===== config.mk =====
export PLATFORM = sky130hd
export DESIGN_NAME = queued_square_tone_generator_core
export DESIGN_NICKNAME = d
export VERILOG_FILES = /design/src/rtl/qstg_pkg.sv /design/src/rtl/qstg_prep.sv /design/src/rtl/qstg_player.sv /design/src/rtl/qstg_shaper.sv /design/src/rtl/queued_square_tone_generator_core.sv
export SDC_FILE = /design/constraint.sdc
export NUM_CORES = 2
export LEC_CHECK = 0
export BUFFER_PORTS_ARGS = -buffer_cell sky130_fd_sc_hd__buf_4
export CAP_MARGIN = 20
export CORE_MARGIN = 2
export CORE_UTILIZATION = 60
export CTS_CLUSTER_DIAMETER = 200
export DETAILED_ROUTE_END_ITERATION = 16
export PLACE_DENSITY = 0.8
export SLEW_MARGIN = 20
export SYNTH_ARGS = -nofsm -noshare
export SYNTH_HDL_FRONTEND = slang
export SYNTH_HIERARCHICAL = 1
export SYNTH_SLANG_ARGS = --single-unit

===== constraint.sdc =====
create_clock -name clk -period 11.8 [get_ports clk]
set_input_delay 2.36 -clock clk [delete_from_list [all_inputs] [get_ports clk]]
set_output_delay 2.36 -clock clk [all_outputs]
set_load 0.05 [all_outputs]

===== src/rtl/qstg_pkg.sv =====
package qstg_pkg;

  // Default number of queued tones.
  localparam int unsigned QUEUE_DEPTH_DEF = 8;

  // Audio sample rate in hertz and the length of the amplitude ramp in samples.
  localparam int unsigned SAMPLE_RATE = 22050;
  localparam int unsigned RAMP_LEN    = SAMPLE_RATE * 2 / 1000;

  // Field and state widths.
  localparam int REQ_W    = 2;
  localparam int FREQ_W   = 16;
  localparam int DUR_W    = 16;
  localparam int LEN_W    = 21;
  localparam int STEP_W   = 32;
  localparam int PHASE_W  = 32;
  localparam int PEAK_W   = 15;
  localparam int SAMPLE_W = 16;
  localparam int RAMP_W   = 6;

  localparam logic [PEAK_W-1:0] PEAK_RESET = 15'd3800;

  // Tone length: ceil(SAMPLE_RATE * 2^24 / 1000) as a reciprocal; the product
  // with the duration in ms, shifted down by 24, is the exact floor quotient.
  localparam int LEN_SHIFT    = 24;
  localparam int LEN_RECIP_W  = 29;
  localparam int LEN_PROD_W   = DUR_W + LEN_RECIP_W;
  localparam logic [63:0] LEN_RECIP =
    ((64'(SAMPLE_RATE) << LEN_SHIFT) + 64'd999) / 64'd1000;

  // Phase step: floor(rem * 2^32 / SAMPLE_RATE) with rem = freq mod SAMPLE_RATE,
  // formed as rem * ceil(2^61 / SAMPLE_RATE) shifted down by 29.
  localparam int STEP_REM_W   = 15;
  localparam int STEP_SPLIT   = 24;
  localparam int STEP_RECIP_W = 47;
  localparam int STEP_HI_W    = STEP_REM_W + STEP_RECIP_W - STEP_SPLIT;
  localparam int STEP_LO_W    = STEP_REM_W + STEP_SPLIT;
  localparam int STEP_SUM_W   = STEP_REM_W + STEP_RECIP_W;
  localparam int STEP_SHIFT   = 29;
  localparam logic [63:0] STEP_RECIP =
    ((64'd1 << 61) + 64'(SAMPLE_RATE) - 64'd1) / 64'(SAMPLE_RATE);

  // Amplitude: floor(peak * ramp / RAMP_LEN) as peak * (ramp * recip) >> 28.
  localparam int GAIN_SHIFT  = 28;
  localparam int GAIN_W      = 29;
  localparam int AMP_PROD_W  = PEAK_W + GAIN_W;
  localparam logic [63:0] RAMP_RECIP =
    ((64'd1 << GAIN_SHIFT) + 64'(RAMP_LEN) - 64'd1) / 64'(RAMP_LEN);

  // Request codes.
  typedef enum logic [REQ_W-1:0] {
    REQ_QUEUE = 2'd0,
    REQ_STOP  = 2'd1,
    REQ_TICK  = 2'd2
  } req_t;

  // Request after the length and step products.
  typedef struct packed {
    logic [REQ_W-1:0]     req;
    logic [LEN_W-1:0]     len;
    logic [STEP_HI_W-1:0] step_hi;
    logic [STEP_LO_W-1:0] step_lo;
    logic                 tone_on;
  } prep_t;

  // One queued or active tone.
  typedef struct packed {
    logic [LEN_W-1:0]  len;
    logic [STEP_W-1:0] step;
    logic              tone_on;
  } tone_t;

  // Per-request result before amplitude scaling.
  typedef struct packed {
    logic [RAMP_W-1:0] ramp;
    logic              negative;
    logic              playing;
    logic              dropped;
  } shape_t;

  // Ramp position times the amplitude reciprocal.
  function automatic logic [GAIN_W-1:0] ramp_gain(input logic [RAMP_W-1:0] ramp);
    return GAIN_W'(ramp) * GAIN_W'(RAMP_RECIP);
  endfunction

endpackage


===== src/rtl/qstg_prep.sv =====
module qstg_prep (
  input  logic                        clk,
  input  logic                        rst_n,
  input  logic                        in_valid,
  output logic                        in_ready,
  input  logic [qstg_pkg::REQ_W-1:0]  in_req,
  input  logic [qstg_pkg::FREQ_W-1:0] in_freq,
  input  logic [qstg_pkg::DUR_W-1:0]  in_dur,
  output logic                        out_valid,
  input  logic                        out_ready,
  output qstg_pkg::prep_t             out_item
);

  logic                        a_valid_r;
  logic [qstg_pkg::REQ_W-1:0]  a_req_r;
  logic [qstg_pkg::FREQ_W-1:0] a_freq_r;
  logic [qstg_pkg::DUR_W-1:0]  a_dur_r;
  logic                        b_valid_r;
  qstg_pkg::prep_t             b_item_r;
  qstg_pkg::prep_t             b_item_nxt;
  logic                        a_ready;
  logic                        b_ready;
  logic [qstg_pkg::STEP_REM_W-1:0] freq_rem;
  logic [qstg_pkg::LEN_PROD_W-1:0] len_prod;

  assign b_ready  = !b_valid_r || out_ready;
  assign a_ready  = !a_valid_r || b_ready;
  assign in_ready = a_ready;

  // Frequency modulo the sample rate; whole turns of the phase drop out.
  always_comb begin
    if (a_freq_r >= qstg_pkg::FREQ_W'(2 * qstg_pkg::SAMPLE_RATE)) begin
      freq_rem = qstg_pkg::STEP_REM_W'(a_freq_r - qstg_pkg::FREQ_W'(2 * qstg_pkg::SAMPLE_RATE));
    end else if (a_freq_r >= qstg_pkg::FREQ_W'(qstg_pkg::SAMPLE_RATE)) begin
      freq_rem = qstg_pkg::STEP_REM_W'(a_freq_r - qstg_pkg::FREQ_W'(qstg_pkg::SAMPLE_RATE));
    end else begin
      freq_rem = qstg_pkg::STEP_REM_W'(a_freq_r);
    end
  end

  // Tone length in samples and the two partial products of the phase step.
  always_comb begin
    len_prod = qstg_pkg::LEN_PROD_W'(a_dur_r) * qstg_pkg::LEN_PROD_W'(qstg_pkg::LEN_RECIP);
    b_item_nxt.req = a_req_r;
    if (a_dur_r == '0) begin
      b_item_nxt.len = qstg_pkg::LEN_W'(1);
    end else begin
      b_item_nxt.len = len_prod[qstg_pkg::LEN_SHIFT +: qstg_pkg::LEN_W];
    end
    b_item_nxt.step_hi = qstg_pkg::STEP_HI_W'(freq_rem)
      * qstg_pkg::STEP_HI_W'(qstg_pkg::STEP_RECIP >> qstg_pkg::STEP_SPLIT);
    b_item_nxt.step_lo = qstg_pkg::STEP_LO_W'(freq_rem)
      * qstg_pkg::STEP_LO_W'(qstg_pkg::STEP_RECIP[qstg_pkg::STEP_SPLIT-1:0]);
    b_item_nxt.tone_on = (a_freq_r != '0);
  end

  // Stage valid flags.
  always_ff @(posedge clk) begin
    if (!rst_n) begin
      a_valid_r <= 1'b0;
      b_valid_r <= 1'b0;
    end else begin
      if (a_ready) begin
        a_valid_r <= in_valid;
      end
      if (b_ready) begin
        b_valid_r <= a_valid_r;
      end
    end
  end

  // Stage payloads.
  always_ff @(posedge clk) begin
    if (a_ready && in_valid) begin
      a_req_r  <= in_req;
      a_freq_r <= in_freq;
      a_dur_r  <= in_dur;
    end
    if (b_ready && a_valid_r) begin
      b_item_r <= b_item_nxt;
    end
  end

  assign out_valid = b_valid_r;
  assign out_item  = b_item_r;

endmodule


===== src/rtl/qstg_player.sv =====
module qstg_player #(
  parameter int unsigned QUEUE_DEPTH = qstg_pkg::QUEUE_DEPTH_DEF
) (
  input  logic             clk,
  input  logic             rst_n,
  input  logic             in_valid,
  output logic             in_ready,
  input  qstg_pkg::prep_t  in_item,
  output logic             out_valid,
  input  logic             out_ready,
  output qstg_pkg::shape_t out_item
);

  localparam int PTR_W = (QUEUE_DEPTH > 1) ? $clog2(QUEUE_DEPTH) : 1;
  localparam int CNT_W = $clog2(QUEUE_DEPTH + 1);

  // Tone queue storage with a registered read port.
  qstg_pkg::tone_t mem [QUEUE_DEPTH];
  qstg_pkg::tone_t rd_q_r;
  qstg_pkg::tone_t byp_data_r;
  logic            byp_r;

  logic                         c_valid_r;
  qstg_pkg::shape_t             c_item_r;
  qstg_pkg::shape_t             c_item_nxt;
  logic [CNT_W-1:0]             count_r,   count_nxt;
  logic [PTR_W-1:0]             wr_ptr_r,  wr_ptr_nxt;
  logic [PTR_W-1:0]             rd_ptr_r,  rd_ptr_nxt;
  logic [qstg_pkg::LEN_W-1:0]   left_r,    left_nxt;
  logic [qstg_pkg::LEN_W-1:0]   total_r,   total_nxt;
  logic [qstg_pkg::STEP_W-1:0]  step_r,    step_nxt;
  logic                         tone_on_r, tone_on_nxt;
  logic [qstg_pkg::PHASE_W-1:0] phase_r,   phase_nxt;

  logic                           advance;
  logic                           wr_en;
  logic [qstg_pkg::STEP_SUM_W-1:0] step_sum;
  qstg_pkg::tone_t                new_entry;
  qstg_pkg::tone_t                head;
  logic                           load;
  logic [qstg_pkg::LEN_W-1:0]     cur_left;
  logic [qstg_pkg::LEN_W-1:0]     cur_total;
  logic [qstg_pkg::STEP_W-1:0]    cur_step;
  logic                           cur_on;
  logic [qstg_pkg::PHASE_W-1:0]   cur_phase;
  logic [qstg_pkg::PHASE_W-1:0]   phase_sum;
  logic [qstg_pkg::LEN_W-1:0]     played;
  logic [qstg_pkg::LEN_W-1:0]     edge_dist;

  function automatic logic [PTR_W-1:0] ptr_inc(input logic [PTR_W-1:0] ptr);
    return (ptr == PTR_W'(QUEUE_DEPTH - 1)) ? '0 : ptr + 1'b1;
  endfunction

  assign in_ready = !c_valid_r || out_ready;
  assign advance  = in_valid && in_ready;

  // Final phase step from the two partial products.
  assign step_sum = {in_item.step_hi, {qstg_pkg::STEP_SPLIT{1'b0}}}
                  + qstg_pkg::STEP_SUM_W'(in_item.step_lo);
  assign new_entry.len     = in_item.len;
  assign new_entry.step    = step_sum[qstg_pkg::STEP_SHIFT +: qstg_pkg::STEP_W];
  assign new_entry.tone_on = in_item.tone_on;

  // Head of the queue, bypassed when it was written in the previous cycle.
  assign head = byp_r ? byp_data_r : rd_q_r;

  // Queue and player state update for one request.
  always_comb begin
    count_nxt   = count_r;
    wr_ptr_nxt  = wr_ptr_r;
    rd_ptr_nxt  = rd_ptr_r;
    left_nxt    = left_r;
    total_nxt   = total_r;
    step_nxt    = step_r;
    tone_on_nxt = tone_on_r;
    phase_nxt   = phase_r;
    wr_en       = 1'b0;
    c_item_nxt  = '0;
    load        = (left_r == '0) && (count_r != '0);
    cur_left    = load ? head.len     : left_r;
    cur_total   = load ? head.len     : total_r;
    cur_step    = load ? head.step    : step_r;
    cur_on      = load ? head.tone_on : tone_on_r;
    cur_phase   = load ? '0           : phase_r;
    phase_sum   = cur_phase + cur_step;
    played      = (cur_total >= cur_left) ? cur_total - cur_left : '0;
    edge_dist   = (played < cur_left) ? played : cur_left;
    if (advance) begin
      unique case (qstg_pkg::req_t'(in_item.req))
        qstg_pkg::REQ_QUEUE: begin
          if (count_r == CNT_W'(QUEUE_DEPTH)) begin
            c_item_nxt.dropped = 1'b1;
          end else begin
            wr_en      = 1'b1;
            wr_ptr_nxt = ptr_inc(wr_ptr_r);
            count_nxt  = count_r + 1'b1;
          end
        end
        qstg_pkg::REQ_STOP: begin
          count_nxt   = '0;
          wr_ptr_nxt  = '0;
          rd_ptr_nxt  = '0;
          left_nxt    = '0;
          total_nxt   = '0;
          tone_on_nxt = 1'b0;
          phase_nxt   = '0;
        end
        qstg_pkg::REQ_TICK: begin
          if (load) begin
            rd_ptr_nxt = ptr_inc(rd_ptr_r);
            count_nxt  = count_r - 1'b1;
          end
          total_nxt   = cur_total;
          step_nxt    = cur_step;
          tone_on_nxt = cur_on;
          phase_nxt   = cur_phase;
          left_nxt    = cur_left;
          if (cur_left != '0) begin
            c_item_nxt.playing = 1'b1;
            left_nxt = cur_left - 1'b1;
            if (cur_on) begin
              phase_nxt           = phase_sum;
              c_item_nxt.negative = phase_sum[qstg_pkg::PHASE_W-1];
              if (edge_dist < qstg_pkg::LEN_W'(qstg_pkg::RAMP_LEN)) begin
                c_item_nxt.ramp = qstg_pkg::RAMP_W'(edge_dist);
              end else begin
                c_item_nxt.ramp = qstg_pkg::RAMP_W'(qstg_pkg::RAMP_LEN);
              end
            end
          end
        end
        default: begin
        end
      endcase
    end
  end

  // Queue memory: one write port, one registered read port.
  always_ff @(posedge clk) begin
    if (wr_en) begin
      mem[wr_ptr_r] <= new_entry;
    end
    rd_q_r     <= mem[rd_ptr_nxt];
    byp_r      <= wr_en && (wr_ptr_r == rd_ptr_nxt);
    byp_data_r <= new_entry;
  end

  // Control state.
  always_ff @(posedge clk) begin
    if (!rst_n) begin
      c_valid_r <= 1'b0;
      count_r   <= '0;
      wr_ptr_r  <= '0;
      rd_ptr_r  <= '0;
      left_r    <= '0;
      total_r   <= '0;
      step_r    <= '0;
      tone_on_r <= 1'b0;
      phase_r   <= '0;
    end else begin
      if (in_ready) begin
        c_valid_r <= in_valid;
      end
      count_r   <= count_nxt;
      wr_ptr_r  <= wr_ptr_nxt;
      rd_ptr_r  <= rd_ptr_nxt;
      left_r    <= left_nxt;
      total_r   <= total_nxt;
      step_r    <= step_nxt;
      tone_on_r <= tone_on_nxt;
      phase_r   <= phase_nxt;
    end
  end

  // Result payload toward the amplitude stage.
  always_ff @(posedge clk) begin
    if (advance) begin
      c_item_r <= c_item_nxt;
    end
  end

  assign out_valid = c_valid_r;
  assign out_item  = c_item_r;

endmodule


===== src/rtl/qstg_shaper.sv =====
module qstg_shaper (
  input  logic                          clk,
  input  logic                          rst_n,
  input  logic                          in_valid,
  output logic                          in_ready,
  input  qstg_pkg::shape_t              in_item,
  input  logic [qstg_pkg::PEAK_W-1:0]   peak,
  output logic                          out_valid,
  input  logic                          out_ready,
  output logic [qstg_pkg::SAMPLE_W-1:0] out_sample,
  output logic                          out_playing,
  output logic                          out_dropped
);

  logic                            d_valid_r;
  logic [qstg_pkg::SAMPLE_W-1:0]   sample_r;
  logic [qstg_pkg::SAMPLE_W-1:0]   sample_nxt;
  logic                            playing_r;
  logic                            dropped_r;
  logic [qstg_pkg::GAIN_W-1:0]     gain;
  logic [qstg_pkg::AMP_PROD_W-1:0] amp_prod;
  logic [qstg_pkg::SAMPLE_W-1:0]   amp;

  assign in_ready = !d_valid_r || out_ready;

  // Scale the peak by the ramp position and apply the square-wave sign.
  always_comb begin
    gain     = qstg_pkg::ramp_gain(in_item.ramp);
    amp_prod = qstg_pkg::AMP_PROD_W'(peak) * qstg_pkg::AMP_PROD_W'(gain);
    amp      = amp_prod[qstg_pkg::GAIN_SHIFT +: qstg_pkg::SAMPLE_W];
    sample_nxt = in_item.negative ? ('0 - amp) : amp;
  end

  always_ff @(posedge clk) begin
    if (!rst_n) begin
      d_valid_r <= 1'b0;
    end else if (in_ready) begin
      d_valid_r <= in_valid;
    end
  end

  always_ff @(posedge clk) begin
    if (in_ready && in_valid) begin
      sample_r  <= sample_nxt;
      playing_r <= in_item.playing;
      dropped_r <= in_item.dropped;
    end
  end

  assign out_valid   = d_valid_r;
  assign out_sample  = sample_r;
  assign out_playing = playing_r;
  assign out_dropped = dropped_r;

endmodule


===== src/rtl/queued_square_tone_generator_core.sv =====
// Queued square-wave tone player.
// The input stream carries requests: in_tuser selects queue tone, stop all or
// sample tick, and in_tdata holds the tone frequency and duration for queue
// requests. Every request produces exactly one output transaction: on ticks
// out_tdata is the signed audio sample, otherwise zero; out_tuser flags a
// sounding tone and a queue request dropped because the queue was full.
// The peak amplitude is written through cfg_wr_en / cfg_wr_data only while the
// block is idle; the user must keep to this, the block does not enforce it.
// One request is accepted every cycle while the receiver does not stall: a
// four-register pipeline with the tone queue and player state updated in its
// third register stage.
// When the receiver stalls, the stages fill up and in_tready falls once all
// four registers hold transactions; no result is lost.
// Reset (synchronous, active low) empties the queue and the pipeline,
// silences the player and sets the peak amplitude to 3800. It needs no
// clearing pass.
module queued_square_tone_generator_core #(
  parameter int unsigned QUEUE_DEPTH = qstg_pkg::QUEUE_DEPTH_DEF
) (
  input  logic        clk,
  input  logic        rst_n,
  input  logic        in_tvalid,
  output logic        in_tready,
  input  logic [31:0] in_tdata,     // [15:0] tone_frequency, [31:16] tone_duration_ms
  input  logic [1:0]  in_tuser,     // [1:0] req_type
  output logic        out_tvalid,
  input  logic        out_tready,
  output logic [15:0] out_tdata,    // [15:0] sample_value
  output logic [1:0]  out_tuser,    // [0] tone_playing, [1] tone_dropped
  input  logic        cfg_wr_en,
  input  logic [14:0] cfg_wr_data   // peak_amplitude
);

  logic [qstg_pkg::PEAK_W-1:0] peak_r;
  logic                        prep_valid;
  logic                        prep_ready;
  qstg_pkg::prep_t             prep_item;
  logic                        shape_valid;
  logic                        shape_ready;
  qstg_pkg::shape_t            shape_item;

  // Peak amplitude register.
  always_ff @(posedge clk) begin
    if (!rst_n) begin
      peak_r <= qstg_pkg::PEAK_RESET;
    end else if (cfg_wr_en) begin
      peak_r <= cfg_wr_data;
    end
  end

  qstg_prep u_prep (
    .clk       (clk),
    .rst_n     (rst_n),
    .in_valid  (in_tvalid),
    .in_ready  (in_tready),
    .in_req    (in_tuser),
    .in_freq   (in_tdata[15:0]),
    .in_dur    (in_tdata[31:16]),
    .out_valid (prep_valid),
    .out_ready (prep_ready),
    .out_item  (prep_item)
  );

  qstg_player #(
    .QUEUE_DEPTH (QUEUE_DEPTH)
  ) u_player (
    .clk       (clk),
    .rst_n     (rst_n),
    .in_valid  (prep_valid),
    .in_ready  (prep_ready),
    .in_item   (prep_item),
    .out_valid (shape_valid),
    .out_ready (shape_ready),
    .out_item  (shape_item)
  );

  qstg_shaper u_shaper (
    .clk         (clk),
    .rst_n       (rst_n),
    .in_valid    (shape_valid),
    .in_ready    (shape_ready),
    .in_item     (shape_item),
    .peak        (peak_r),
    .out_valid   (out_tvalid),
    .out_ready   (out_tready),
    .out_sample  (out_tdata),
    .out_playing (out_tuser[0]),
    .out_dropped (out_tuser[1])
  );

  // A nonzero sample only comes from a sounding tone.
  a_sample_needs_tone: assert property (@(posedge clk) disable iff (!rst_n)
    (out_tvalid && (out_tdata != '0)) |-> out_tuser[0])
    else $error("nonzero sample without a sounding tone");

  // A request is either a dropped queue request or a tick, never both.
  a_flags_exclusive: assert property (@(posedge clk) disable iff (!rst_n)
    out_tvalid |-> !(out_tuser[0] && out_tuser[1]))
    else $error("playing and dropped flags set together");

  // The scaled magnitude never reaches the most negative code.
  a_sample_range: assert property (@(posedge clk) disable iff (!rst_n)
    out_tvalid |-> (out_tdata != 16'h8000))
    else $error("sample magnitude out of range");

endmodule

==> results.yml <==
sta:
  slew_viol_final: 0
  finalSetupTns_ns: 0
  fmax_mhz: 90.0
  fin_crit_ns: 11.11
  finalCritPeriodShare_pct: 94.1
  whs_ns: 0.399
  worstMarginPinSlew_ns: 1.15
  setup_viol: 0
  hold_violations: 0
  max_slew_margin_pct: 23.0
  skew_ns: 0.0394
  rsz0062_at_grt: "false"
worst_setup_path:
  cp_data_required_time_ns: 12.19
  max_stage_delay_ns: 0.58
  path_delay_family: "adder cells"
  worst_setup_path_start_kind: "flop"
  cpMaxStageDelayCell: "a2111oi_2"
  arrival_ns: 11.50
  worstSetupPathType: "reg -> reg"
  r2r_slack_ns: 0.69
  cp_common_cell: "fa_1"
  path_buf_inv: 8
  end_kind: "flop"
  crit_path_max_fanout: 14
grt:
  grt_use_total_pct: 28.7
  antenna_found_initial: 0
  grt_pass1_vias: 46900
  grt_pass1_wl_mm: 253
  grt_max_degree: 94
  overflow: 0
clocking:
  htree_levels: 3
  cts-root-buf: "clkbuf_16"
  tritoncts: "done"
  cts_resized: 0
  cts_setup_buffers: 0
  worstSkewPairLatency_ns: 0.66
  clockBufferDepth: 3
  numCtsBuffers: 78
  clk_pin_slew_ns: 0.06
  clock-sinks: 811
  hold_buffers: 0
floorplanning:
  die_h_um: 335
  start_util_pct: 60.4
  die_w_um: 335
  core_um2: 109000
  io_pins: 74
  rows: 121
  die_area_um2: 112000
route:
  route.detailed.drc: 0
  routed-via-count: 44700
  wl_per_cell_um: 21.3
  drt-total-wl_mm: 159
  via_per_inst: 6.00
  drtIter0Drc: 3408
  first_pass_iters: 5
  ant_nets: 0
status:
  outcome: "finished clean"
place:
  globalplace.congestion: 0.970
  dpl.hpwl_mm: 118
  port_buffers: 73
finish:
  finalNetCount: 7295
  multiInputGateArea_um2: 39800
  fill_cells: 8020
  seqCellArea_um2: 21900
  utilization_pct: 64.9
  areaGrowthSynthToFinish_pct: 7.31
  antenna_cells: 0
  layout-drive-gt1-share_pct: 8.91
worst_hold_path:
  holdCritPathClass: "reg -> reg"
synth:
  synth.avg_cell_area_um2: 11.0
  synth_cells: 5974
  yosys_warnings: 6
  netlist_area_um2: 65800
run:
  drv_cap: 0
==> stage by stage <==
| stage | cell area [um2] | setup WS, ns | std cells |
|---|---|---|---|
| 6_report | 70600 | 0.692 | 7449 |
| 3_3_place_gp | 67700 | 1.03 | 7303 |
| 4_1_cts | 70600 | 0.738 | 7449 |
| 2_1_floorplan | 65800 | 1.25 | 5976 |
| 3_5_place_dp | 67700 | 0.758 | 7303 |
| 5_1_grt | 70600 | 0.203 | 7449 |
==> worst register-to-register path, delay by kind of cell (launching register included) <==
kind / cells / cell delay (ns)
DFF: 1 / 0.52
xor gates and xnor gates: 2 / 0.25
AOI/OAI and AO/OA: 9 / 2.36
buffers and inverters: 8 / 0.58
and+or+nand+nor: 6 / 1.97
adders and majority gates: 11 / 5.21
==> state kept, by name, summed over array words and instances (netlist names), 2 cells and up <==
name,cells
u_player/out_item,9
peak_r,15
u_prep/out_item,73
u_player/rd_q_r,54
u_player/phase_r,32
u_prep/a_dur_r,16
u_player/step_r,32
u_prep/a_freq_r,16
u_prep/a_req_r,2
u_shaper/out_sample,16
u_player/byp_data_r,54
u_player/left_r,21
u_player/total_r,21
u_player/wr_ptr_r,3
u_player/rd_ptr_r,3
u_player/count_r,4
u_player/mem,432
==> routing by layer <==
metal  global-route usage (%)  vias up  routed length (um)
met5                        0        -                   0
met4                     11.7        0                6670
met3                     3.39      396                9430
met2                     49.5     1597               78800
met1                     37.0    22400               64000
li1                         -    20300                   -
==> placed cells by master, fill, tap and decap left out, drive strengths merged, types with 147 or more instances in the layout <==
master  count
fa        630
nand2     563
a21oi     226
ha        642
and2      227
edfxtp    566
nor2      170
xnor2     147
inv       858
dfxtp     245
o21ai     197
==> cell type report <==
class,count,share of cell area (%)
multi-input combinational,4082,56.4
timing repair buffer,140,1.49
clock buffer,94,2.95
clock inverter,52,1.10
sequential,811,31.0
inverter,856,4.55
tap,1414,2.51
==> final timing paths <==
path	endpoint	cells after the start	startpoint
worst max-delay path	u_shaper/out_sample[15]$_DFFE_PP_	36	u_player/out_item[6]$_SDFFCE_PN0P_
worst min-delay path	u_prep/out_item[100]$_DFFE_PP_	0	u_prep/a_req_r[1]$_DFFE_PP_
worst max register to register	u_shaper/out_sample[15]$_DFFE_PP_	36	u_player/out_item[6]$_SDFFCE_PN0P_
worst min register to register	u_prep/out_item[100]$_DFFE_PP_	0	u_prep/a_req_r[1]$_DFFE_PP_
Power is left out: the tool's default activity adds up to more than one toggle a clock period on the data nets, which glitch-free logic cannot reach.
